<file path="src/sv/bstc_pkg.sv">
`timescale 1ns / 1ps

package bstc_pkg;

   // operation codes
   localparam logic [1:0] OP_TICK   = 2'd0;
   localparam logic [1:0] OP_ADJUST = 2'd1;
   localparam logic [1:0] OP_CLEAR  = 2'd2;

   // adjust step codes
   localparam logic [2:0] STEP_HOUR  = 3'd0;
   localparam logic [2:0] STEP_MIN1  = 3'd1;
   localparam logic [2:0] STEP_MIN5  = 3'd2;
   localparam logic [2:0] STEP_MIN10 = 3'd3;
   localparam logic [2:0] STEP_MIN30 = 3'd4;

   // decimal point masks
   localparam logic [2:0] DOT_HIGH = 3'b100;
   localparam logic [2:0] DOT_MID  = 3'b010;
   localparam logic [2:0] DOT_OFF  = 3'b000;

   localparam logic [3:0] DIGIT_MAX  = 4'd9;
   localparam logic [2:0] TENS_MAX   = 3'd5;
   localparam logic [3:0] BLINK_FROM = 4'd5;

   typedef struct packed {
      logic [3:0] hour;
      logic [2:0] min_tens;
      logic [3:0] min_ones;
      logic [2:0] sec_tens;
      logic [3:0] sec_ones;
      logic [3:0] tenth;
   } time_type;

   typedef struct packed {
      logic [3:0] lo;
      logic [3:0] mid;
      logic [3:0] hi;
      logic [2:0] dots;
   } disp_type;

endpackage

</file>
<file path="src/sv/bstc_step.sv">
`timescale 1ns / 1ps

module bstc_step (
   input  bstc_pkg::time_type cur,
   input  logic [1:0]         operation,
   input  logic               direction,
   input  logic [2:0]         step_size,
   output bstc_pkg::time_type nxt,
   output logic               limit_hit,
   output bstc_pkg::disp_type disp
);

   bstc_pkg::time_type tick_t;
   bstc_pkg::time_type adj_t;
   logic               tick_hit;
   logic               adj_hit;
   logic               all_max;
   logic               all_zero;
   logic               c1, c2, c3, c4, c5;

   logic [3:0] ones_add;
   logic [2:0] tens_add;
   logic       min_step;
   logic [4:0] ones_sum;
   logic       ones_c;
   logic [3:0] tens_sum;
   logic       tens_c;
   logic [4:0] hour_sum;

   always_comb begin
      all_max  = cur.hour == bstc_pkg::DIGIT_MAX && cur.min_tens == bstc_pkg::TENS_MAX &&
                 cur.min_ones == bstc_pkg::DIGIT_MAX && cur.sec_tens == bstc_pkg::TENS_MAX &&
                 cur.sec_ones == bstc_pkg::DIGIT_MAX && cur.tenth == bstc_pkg::DIGIT_MAX;
      all_zero = cur == '0;
      tick_t   = cur;
      tick_hit = 1'b0;
      c1 = 1'b0; c2 = 1'b0; c3 = 1'b0; c4 = 1'b0; c5 = 1'b0;
      if (!direction) begin
         if (all_max) begin
            tick_hit = 1'b1;
         end else begin
            c1 = cur.tenth == bstc_pkg::DIGIT_MAX;
            c2 = c1 && cur.sec_ones == bstc_pkg::DIGIT_MAX;
            c3 = c2 && cur.sec_tens == bstc_pkg::TENS_MAX;
            c4 = c3 && cur.min_ones == bstc_pkg::DIGIT_MAX;
            c5 = c4 && cur.min_tens == bstc_pkg::TENS_MAX;
            tick_t.tenth = c1 ? 4'd0 : cur.tenth + 4'd1;
            if (c1) tick_t.sec_ones = c2 ? 4'd0 : cur.sec_ones + 4'd1;
            if (c2) tick_t.sec_tens = c3 ? 3'd0 : cur.sec_tens + 3'd1;
            if (c3) tick_t.min_ones = c4 ? 4'd0 : cur.min_ones + 4'd1;
            if (c4) tick_t.min_tens = c5 ? 3'd0 : cur.min_tens + 3'd1;
            if (c5) tick_t.hour     = cur.hour + 4'd1;
         end
      end else begin
         if (all_zero) begin
            tick_hit = 1'b1;
         end else begin
            // borrow chain
            c1 = cur.tenth == 4'd0;
            c2 = c1 && cur.sec_ones == 4'd0;
            c3 = c2 && cur.sec_tens == 3'd0;
            c4 = c3 && cur.min_ones == 4'd0;
            c5 = c4 && cur.min_tens == 3'd0;
            tick_t.tenth = c1 ? bstc_pkg::DIGIT_MAX : cur.tenth - 4'd1;
            if (c1) tick_t.sec_ones = c2 ? bstc_pkg::DIGIT_MAX : cur.sec_ones - 4'd1;
            if (c2) tick_t.sec_tens = c3 ? bstc_pkg::TENS_MAX : cur.sec_tens - 3'd1;
            if (c3) tick_t.min_ones = c4 ? bstc_pkg::DIGIT_MAX : cur.min_ones - 4'd1;
            if (c4) tick_t.min_tens = c5 ? bstc_pkg::TENS_MAX : cur.min_tens - 3'd1;
            if (c5) tick_t.hour     = cur.hour - 4'd1;
         end
      end
   end

   always_comb begin
      ones_add = 4'd0;
      tens_add = 3'd0;
      min_step = 1'b1;
      unique case (step_size)
         bstc_pkg::STEP_MIN1:  ones_add = 4'd1;
         bstc_pkg::STEP_MIN5:  ones_add = 4'd5;
         bstc_pkg::STEP_MIN10: tens_add = 3'd1;
         bstc_pkg::STEP_MIN30: tens_add = 3'd3;
         default:              min_step = 1'b0;
      endcase

      adj_t          = cur;
      adj_t.sec_tens = 3'd0;
      adj_t.sec_ones = 4'd0;
      adj_t.tenth    = 4'd0;
      adj_hit        = 1'b0;
      ones_sum       = '0;
      ones_c         = 1'b0;
      tens_sum       = '0;
      tens_c         = 1'b0;
      hour_sum       = '0;

      if (step_size == bstc_pkg::STEP_HOUR) begin
         if (!direction) begin
            if (cur.hour >= bstc_pkg::DIGIT_MAX) adj_hit = 1'b1;
            else                                adj_t.hour = cur.hour + 4'd1;
         end else begin
            if (cur.hour == 4'd0) adj_hit = 1'b1;
            else                  adj_t.hour = cur.hour - 4'd1;
         end
      end else if (min_step) begin
         if (!direction) begin
            ones_sum = {1'b0, cur.min_ones} + {1'b0, ones_add};
            ones_c   = ones_sum >= 5'd10;
            tens_sum = {1'b0, cur.min_tens} + {1'b0, tens_add} + {3'd0, ones_c};
            tens_c   = tens_sum >= 4'd6;
            hour_sum = {1'b0, cur.hour} + {4'd0, tens_c};
            if (hour_sum > {1'b0, bstc_pkg::DIGIT_MAX}) begin
               adj_hit        = 1'b1;
               adj_t.hour     = bstc_pkg::DIGIT_MAX;
               adj_t.min_tens = bstc_pkg::TENS_MAX;
               adj_t.min_ones = bstc_pkg::DIGIT_MAX;
            end else begin
               adj_t.hour     = hour_sum[3:0];
               adj_t.min_tens = tens_c ? 3'(tens_sum - 4'd6) : tens_sum[2:0];
               adj_t.min_ones = ones_c ? 4'(ones_sum - 5'd10) : ones_sum[3:0];
            end
         end else begin
            // top bit of each difference is the borrow
            ones_sum = {1'b0, cur.min_ones} - {1'b0, ones_add};
            ones_c   = ones_sum[4];
            tens_sum = {1'b0, cur.min_tens} - {1'b0, tens_add} - {3'd0, ones_c};
            tens_c   = tens_sum[3];
            hour_sum = {1'b0, cur.hour} - {4'd0, tens_c};
            if (hour_sum[4]) begin
               adj_hit        = 1'b1;
               adj_t.hour     = 4'd0;
               adj_t.min_tens = 3'd0;
               adj_t.min_ones = 4'd0;
            end else begin
               adj_t.hour     = hour_sum[3:0];
               adj_t.min_tens = tens_c ? 3'(tens_sum + 4'd6) : tens_sum[2:0];
               adj_t.min_ones = ones_c ? 4'(ones_sum + 5'd10) : ones_sum[3:0];
            end
         end
      end
   end

   always_comb begin
      nxt       = cur;
      limit_hit = 1'b0;
      unique case (operation)
         bstc_pkg::OP_TICK: begin
            nxt       = tick_t;
            limit_hit = tick_hit;
         end
         bstc_pkg::OP_ADJUST: begin
            nxt       = adj_t;
            limit_hit = adj_hit;
         end
         bstc_pkg::OP_CLEAR: nxt = '0;
         default: ;
      endcase

      if (nxt.hour != 4'd0 || nxt.min_tens != 3'd0) begin
         disp.lo   = nxt.min_ones;
         disp.mid  = {1'b0, nxt.min_tens};
         disp.hi   = nxt.hour;
         disp.dots = bstc_pkg::DOT_HIGH;
      end else if (nxt.min_ones != 4'd0) begin
         disp.lo   = nxt.sec_ones;
         disp.mid  = {1'b0, nxt.sec_tens};
         disp.hi   = nxt.min_ones;
         disp.dots = bstc_pkg::DOT_HIGH;
      end else begin
         disp.lo   = nxt.tenth;
         disp.mid  = nxt.sec_ones;
         disp.hi   = {1'b0, nxt.sec_tens};
         disp.dots = bstc_pkg::DOT_MID;
      end
      // blink phase
      if (nxt.tenth >= bstc_pkg::BLINK_FROM) disp.dots = bstc_pkg::DOT_OFF;
   end

endmodule

</file>
<file path="src/sv/bcd_saturating_time_counter.sv">
`timescale 1ns / 1ps
// A transaction accepted into the input register passes through the step logic into the result
// register and appears on rsp_; a stall on the result side holds it in the input register.
// Throughput: one transaction per cycle while the result side does not stall; the digit update
// is one pass of logic between the input register and the result register.
// Reset (synchronous, active high) zeroes all six digits and empties both registers.

module bcd_saturating_time_counter (
   input  logic       clock,
   input  logic       reset,
   input  logic       req_valid,
   output logic       req_stall,
   input  logic [1:0] req_operation,
   input  logic       req_direction,
   input  logic [2:0] req_step_size,
   output logic       rsp_valid,
   input  logic       rsp_stall,
   output logic       rsp_limit_hit,
   output logic [3:0] rsp_shown_digit_low,
   output logic [3:0] rsp_shown_digit_mid,
   output logic [3:0] rsp_shown_digit_high,
   output logic [2:0] rsp_dot_mask,
   output logic [3:0] rsp_hours_now,
   output logic [2:0] rsp_minute_tens_now,
   output logic [3:0] rsp_minute_ones_now,
   output logic [2:0] rsp_second_tens_now,
   output logic [3:0] rsp_second_ones_now,
   output logic [3:0] rsp_tenths_now
);

   logic               in_valid_ff, in_valid_in;
   logic [1:0]         in_op_ff;
   logic               in_dir_ff;
   logic [2:0]         in_step_ff;
   bstc_pkg::time_type time_ff, time_in;
   logic               out_valid_ff, out_valid_in;
   logic               out_hit_ff;
   bstc_pkg::disp_type out_disp_ff;
   bstc_pkg::time_type out_time_ff;

   logic               advance;
   logic               req_take;
   logic               step_hit;
   bstc_pkg::disp_type step_disp;

   assign advance   = !out_valid_ff || !rsp_stall;
   assign req_stall = in_valid_ff && !advance;
   assign req_take  = req_valid && !req_stall;

   bstc_step u_step (
      .cur       (time_ff),
      .operation (in_op_ff),
      .direction (in_dir_ff),
      .step_size (in_step_ff),
      .nxt       (time_in),
      .limit_hit (step_hit),
      .disp      (step_disp)
   );

   always_comb begin
      if (req_take)     in_valid_in = 1'b1;
      else if (advance) in_valid_in = 1'b0;
      else              in_valid_in = in_valid_ff;
      out_valid_in = advance ? in_valid_ff : out_valid_ff;
   end

   always_ff @(posedge clock) begin
      if (reset) begin
         in_valid_ff  <= 1'b0;
         out_valid_ff <= 1'b0;
         time_ff      <= '0;
      end else begin
         in_valid_ff  <= in_valid_in;
         out_valid_ff <= out_valid_in;
         if (advance && in_valid_ff) time_ff <= time_in;
      end
   end

   always_ff @(posedge clock) begin
      if (req_take) begin
         in_op_ff   <= req_operation;
         in_dir_ff  <= req_direction;
         in_step_ff <= req_step_size;
      end
      if (advance && in_valid_ff) begin
         out_hit_ff  <= step_hit;
         out_disp_ff <= step_disp;
         out_time_ff <= time_in;
      end
   end

   assign rsp_valid            = out_valid_ff;
   assign rsp_limit_hit        = out_hit_ff;
   assign rsp_shown_digit_low  = out_disp_ff.lo;
   assign rsp_shown_digit_mid  = out_disp_ff.mid;
   assign rsp_shown_digit_high = out_disp_ff.hi;
   assign rsp_dot_mask         = out_disp_ff.dots;
   assign rsp_hours_now        = out_time_ff.hour;
   assign rsp_minute_tens_now  = out_time_ff.min_tens;
   assign rsp_minute_ones_now  = out_time_ff.min_ones;
   assign rsp_second_tens_now  = out_time_ff.sec_tens;
   assign rsp_second_ones_now  = out_time_ff.sec_ones;
   assign rsp_tenths_now       = out_time_ff.tenth;

endmodule

</file>
<file path="config.mk">
export PLATFORM = sky130hd
export DESIGN_NAME = bcd_saturating_time_counter
export DESIGN_NICKNAME = d
export VERILOG_FILES = /design/src/sv/bstc_pkg.sv /design/src/sv/bstc_step.sv /design/src/sv/bcd_saturating_time_counter.sv
export SDC_FILE = /design/constraint.sdc
export NUM_CORES = 1
export LEC_CHECK = 0
export BUFFER_PORTS_ARGS = -buffer_cell sky130_fd_sc_hd__buf_2
export CAP_MARGIN = 20
export CORE_AREA = 2 2 134 136
export DETAILED_ROUTE_END_ITERATION = 16
export DIE_AREA = 0 0 136 138
export SLEW_MARGIN = 15
export SYNTH_ARGS = -nofsm -noshare
export SYNTH_HDL_FRONTEND = slang
export SYNTH_HIERARCHICAL = 1
export SYNTH_SLANG_ARGS = --single-unit
</file>
<file path="constraint.sdc">
create_clock -name clock -period 13.4 [get_ports clock]
set_input_delay 4.02 -clock clock [delete_from_list [all_inputs] [get_ports clock]]
set_output_delay 4.02 -clock clock [all_outputs]
set_load 0.005 [all_outputs]
</file>
After elaboration in Yosys (flattened, before gate mapping)
Index checks and enable logic that the tools add are counted.
{"block": "classes", "n_mux": 56, "eq_ne": 12, "n_shift": 0, "multipliers": 0, "bitwise_logic": 0, "div_mod_pow": 0, "n_reduce_logical": 38, "n_lt_le_gt_ge": 5, "n_addsub": 24}
{"operator": "$mux 4", "n": 18}
{"operator": "$mux 22", "n": 3}
{"operator": "$pmux 22 s3", "n": 1}
{"operator": "$mux 11", "n": 4}
{"operator": "$mux 15", "n": 2}
{"operator": "$mux 3", "n": 10}
{"operator": "$logic_not 22->1", "n": 1}
{"operator": "$add 4x1->4 const B", "n": 4}
{"operator": "$eq 4x4->1 const B", "n": 4}
{"operator": "$logic_and 1x1->1", "n": 16}
{"operator": "$logic_not 4->1", "n": 4}
{"operator": "$sub 4x1->4 const B", "n": 4}
{"operator": "$mux 1", "n": 14}
{"operator": "$eq 3x3->1 const B", "n": 3}
{"operator": "$logic_not 3->1", "n": 3}
{"operator": "$ge 4x3->1 const B", "n": 2}
{"operator": "$reduce_bool 4->1", "n": 2}
{"operator": "$mux 7", "n": 1}
{"operator": "$add 3x1->3 const B", "n": 2}
{"operator": "$eq 3x2->1 const B", "n": 2}
{"operator": "$pmux 3 s2", "n": 1}
{"operator": "$sub 3x1->3 const B", "n": 2}
{"operator": "$add 4x1->5", "n": 1}
{"operator": "$add 4x3->5", "n": 1}
{"operator": "25 further kinds", "n": 30}
{"block": "totals", "n_memories": 0, "latch_bits": 0, "out_inout_bits": 40, "romBits": 0, "reg_bits": 68, "input_bits": 10, "wordCells": 159, "ram_bits": 0}

Logic depth before layout (Yosys ltp)
{"block": "depth", "depth_word": 16, "depth_mapped": 30, "depth_no_buf": 27}

Hierarchy
Netlist, hierarchy kept.
{"mod": "bstc_step", "cells_each": 533, "seq_area_each_um2": 0.0, "area_each_um2": 3539.6, "instances": 1}
{"mod": "bcd_saturating_time_counter", "cells_each": 149, "seq_area_each_um2": 1801.7, "area_each_um2": 2396.0, "instances": 1}

Least setup slack after synthesis
OpenSTA, ideal clock, no wires.
{"block": "synth_timing", "kind": "input -> output", "startpoint": "input rsp_stall", "endpoint": "output req_stall", "n_path_buf": 0, "arrival_time_ns": 4.182, "stages": 2, "slack_ns": 5.198, "required_time_ns": 9.380, "path_cell_list": "nand3_1 -> inv_1"}
{"block": "synth_between", "elab_chain_len": 4}
{"element": "start, declared", "line_no": "bcd_saturating_time_counter.sv:17", "text": "input logic rsp_stall,"}
{"element": "$logic_not 1->1", "line_no": "bcd_saturating_time_counter.sv:46", "text": "assign advance = !out_valid_ff || !rsp_stall;"}
{"element": "$logic_or 1x1->1", "line_no": "bcd_saturating_time_counter.sv:46"}
{"element": "$logic_not 1->1", "line_no": "bcd_saturating_time_counter.sv:47", "text": "assign req_stall = in_valid_ff && !advance;"}
{"element": "$logic_and 1x1->1", "line_no": "bcd_saturating_time_counter.sv:47"}
{"element": "end, declared", "line_no": "bcd_saturating_time_counter.sv:12", "text": "output logic req_stall,"}
Every way passes these cells.

Final worst setup path
Same ends and word-level chain as after synthesis.

==> qor.yml <==
cp.required_ns: 9.38
finalCritPeriodShare_pct: 63.1
layout_commonest_cell: "nand2b_1"
maxCapViolCount: 0
drive_above_1_share_pct: 12.4
cts_buffer_depth: 2
rsz0062_at_grt: "false"
hp-class: "reg2reg"
clk_pin_slew_ns: 0.06
grt_max_degree: 61
first_global_vias: 5187
crit_fanout: 3
num_io_pins: 50
postRouteWirelength_um: 17300
fin_util_pct: 37.6
ys.flop_type: "edfxtp_1"
hold_viol: 0
synth_cell_type_count: 84
slew_headroom_pct: 27.1
fin_skew_ns: 0.00795
p_total_mw: 0.633
ys_warn_count: 6
final_antenna_net_count: 0
crit_top_cell: "buf_2"
hold-worst-slack_ns: 0.503
die_y_um: 138
synth_edf_count: 44
tritoncts: "built"
syn-mean-instance-area_sq_um: 8.70
ctsHoldBuffers: 0
diodes: 0
min_period_ns: 8.45
area_delta_synth_final_pct: 11.2
gp_congestion: 0.936
max_freq_ghz: 0.118
netlist_instances: 682
dp_hpwl_um: 12400
syn_area_sq_mm: 0.00594
grt_pass1_wl_um: 28000
cts_root_buf: "clkbuf_16"
yosysSeqAreaShare_pct: 30.4
cp_num_buf_inv: 3
numCtsBuffers: 9
start_util_pct: 33.9
core_sq_mm: 0.0175
rrSetupSlack_ns: 5.74
viasPerCell: 5.80
drt_iter0_drc: 542
cp_slowest_stage_delay_ns: 0.12
io_buffer_count: 49
setup_viol: 0
synth_seq_cells: 68
async_flop_share_pct: 0
leakage_nw: 2.55
worstSetupPathType: "in2out"
end_kind: "output port"
h-tree-depth: 3
track_usage_pct: 18.7
firstDrtPassIters: 6
drc_errors: 0
status: "complete, no violations"
tns_ns: 0
insertion_delay_ns: 0.34
die-area_sq_mm: 0.0188
gr-total-overflow: 0
worst_pin_slew_ns: 1.09
synthesis.nets: 735
cts.sinks: 68
crit_family: "buffers and inverters"
cp_data_arrival_time_ns: 4.43
cpMaxStageDelayCell: "buf_2"
via_count: 5437
rows: 49
die_w_um: 136
post_cts_resize_count: 0
worst_setup_path_start_kind: "primary input"
peakVddDrop_uv: 59.1
fin_nets: 757
antenna_found_initial: 0
path_cells: "buf_2 > nand3_1 > inv_1 > buf_2"
maxSlewViolCount: 0
post-cts-setup-buffers: 0
final_cell_mix: "nand2b_1, buf_2, edfxtp_1"
powerDensity_mw_per_mm2: 96.0
wl_per_cell_um: 18.4
## path summary, 6_finish.rpt
| check | end | cells after the start | startpoint |
|---|---|---|---|
| max | req_stall | 4 | rsp_stall |
| min | rsp_valid | 2 | in_valid_ff |
| max reg2reg | rsp_shown_digit_low[2] | 26 | in_step_ff[0] |
| min reg2reg | rsp_valid | 2 | in_valid_ff |
## metal layers
metal / global-route usage [%] / up-vias / share of wire [%]
met3: 3.96 / 39 / 6.7
met2: 29.0 / 238 / 45
met5: 0 / - / 0
met4: 7.84 / 0 / 3.3
li1: - / 2589 / -
met1: 25.2 / 2571 / 45
## worst reg2reg max path: cells and delay by family, from the launching register on
family / cells / cell delay, ns
simple gates: 6 / 1.60
xor+xnor: 2 / 0.37
mux: 2 / 0.61
compound gates: 6 / 2.04
fa+ha+maj: 7 / 2.02
flops: 1 / 0.51
buf+inv: 3 / 0.24
## cell families (layout without fill, tap and decap cells)
kind of cell	Yosys count	after routing	share of synthesized area (%)
muxes	36	36	6.41
AOI/OAI and AO/OA	184	184	21.7
adders and majority gates	43	43	9.57
other	1	1	0.0632
buffers and inverters	84	111	6.28
and+or+nand+nor	255	255	24.0
DFF	68	68	30.4
xor gates and xnor gates	11	11	1.62
## synth_stat cells (9+ instances only)
cell / number / area share, %
xnor2_1: 9 / 1.3
o21ai_0: 33 / 2.8
nor3_1: 19 / 1.6
clkbuf_1: 32 / 2.0
a31oi_1: 19 / 2.0
inv_1: 40 / 2.5
ha_1: 39 / 8.2
nand2_1: 42 / 2.7
nand3_1: 18 / 1.5
edfxtp_1: 44 / 22
a21oi_1: 39 / 3.3
mux2i_1: 32 / 5.4
nor2_1: 43 / 2.7
dfxtp_1: 24 / 8.1
nand2b_1: 52 / 5.5
## final cells by class
cell class,count,area [sq um]
clock buffer,9,225
clock inverter,7,82.6
fill,1802,10900
inverter,40,150
multi-input combinational,530,3760
sequential,68,1800
tap,229,287
timing repair buffer,55,290
## where the power goes
| part | switching [mW] | internal, mW | leakage [nW] | total (mW) |
|---|---|---|---|---|
| clock network | 0.103 | 0.147 | 0.145 | 0.250 |
| logic | 0.0861 | 0.0527 | 1.79 | 0.139 |
| registers | 0.00846 | 0.236 | 0.615 | 0.244 |
| total | 0.197 | 0.436 | 2.55 | 0.633 |
## sequential cells by signal, summed over array words and instances (netlist names), 4 cells and up
signal / cells
rsp_minute_ones_now: 4
rsp_second_ones_now: 4
rsp_hours_now: 4
rsp_tenths_now: 4
rsp_shown_digit_high: 4
time_ff: 22
rsp_shown_digit_mid: 4
rsp_shown_digit_low: 4
## metrics by stage
| step | worst slack [ns] | area [sq um] | std cells |
|---|---|---|---|
| after floorplan | 5.20 | 5940 | 682 |
| after global routing | 4.89 | 6600 | 938 |
| after CTS | 4.94 | 6600 | 938 |
| after detailed placement | 4.94 | 6290 | 922 |
| final | 4.95 | 6600 | 938 |
| after global placement | 4.95 | 6290 | 922 |
No activity file was read; power rests on OpenSTA's default activity.
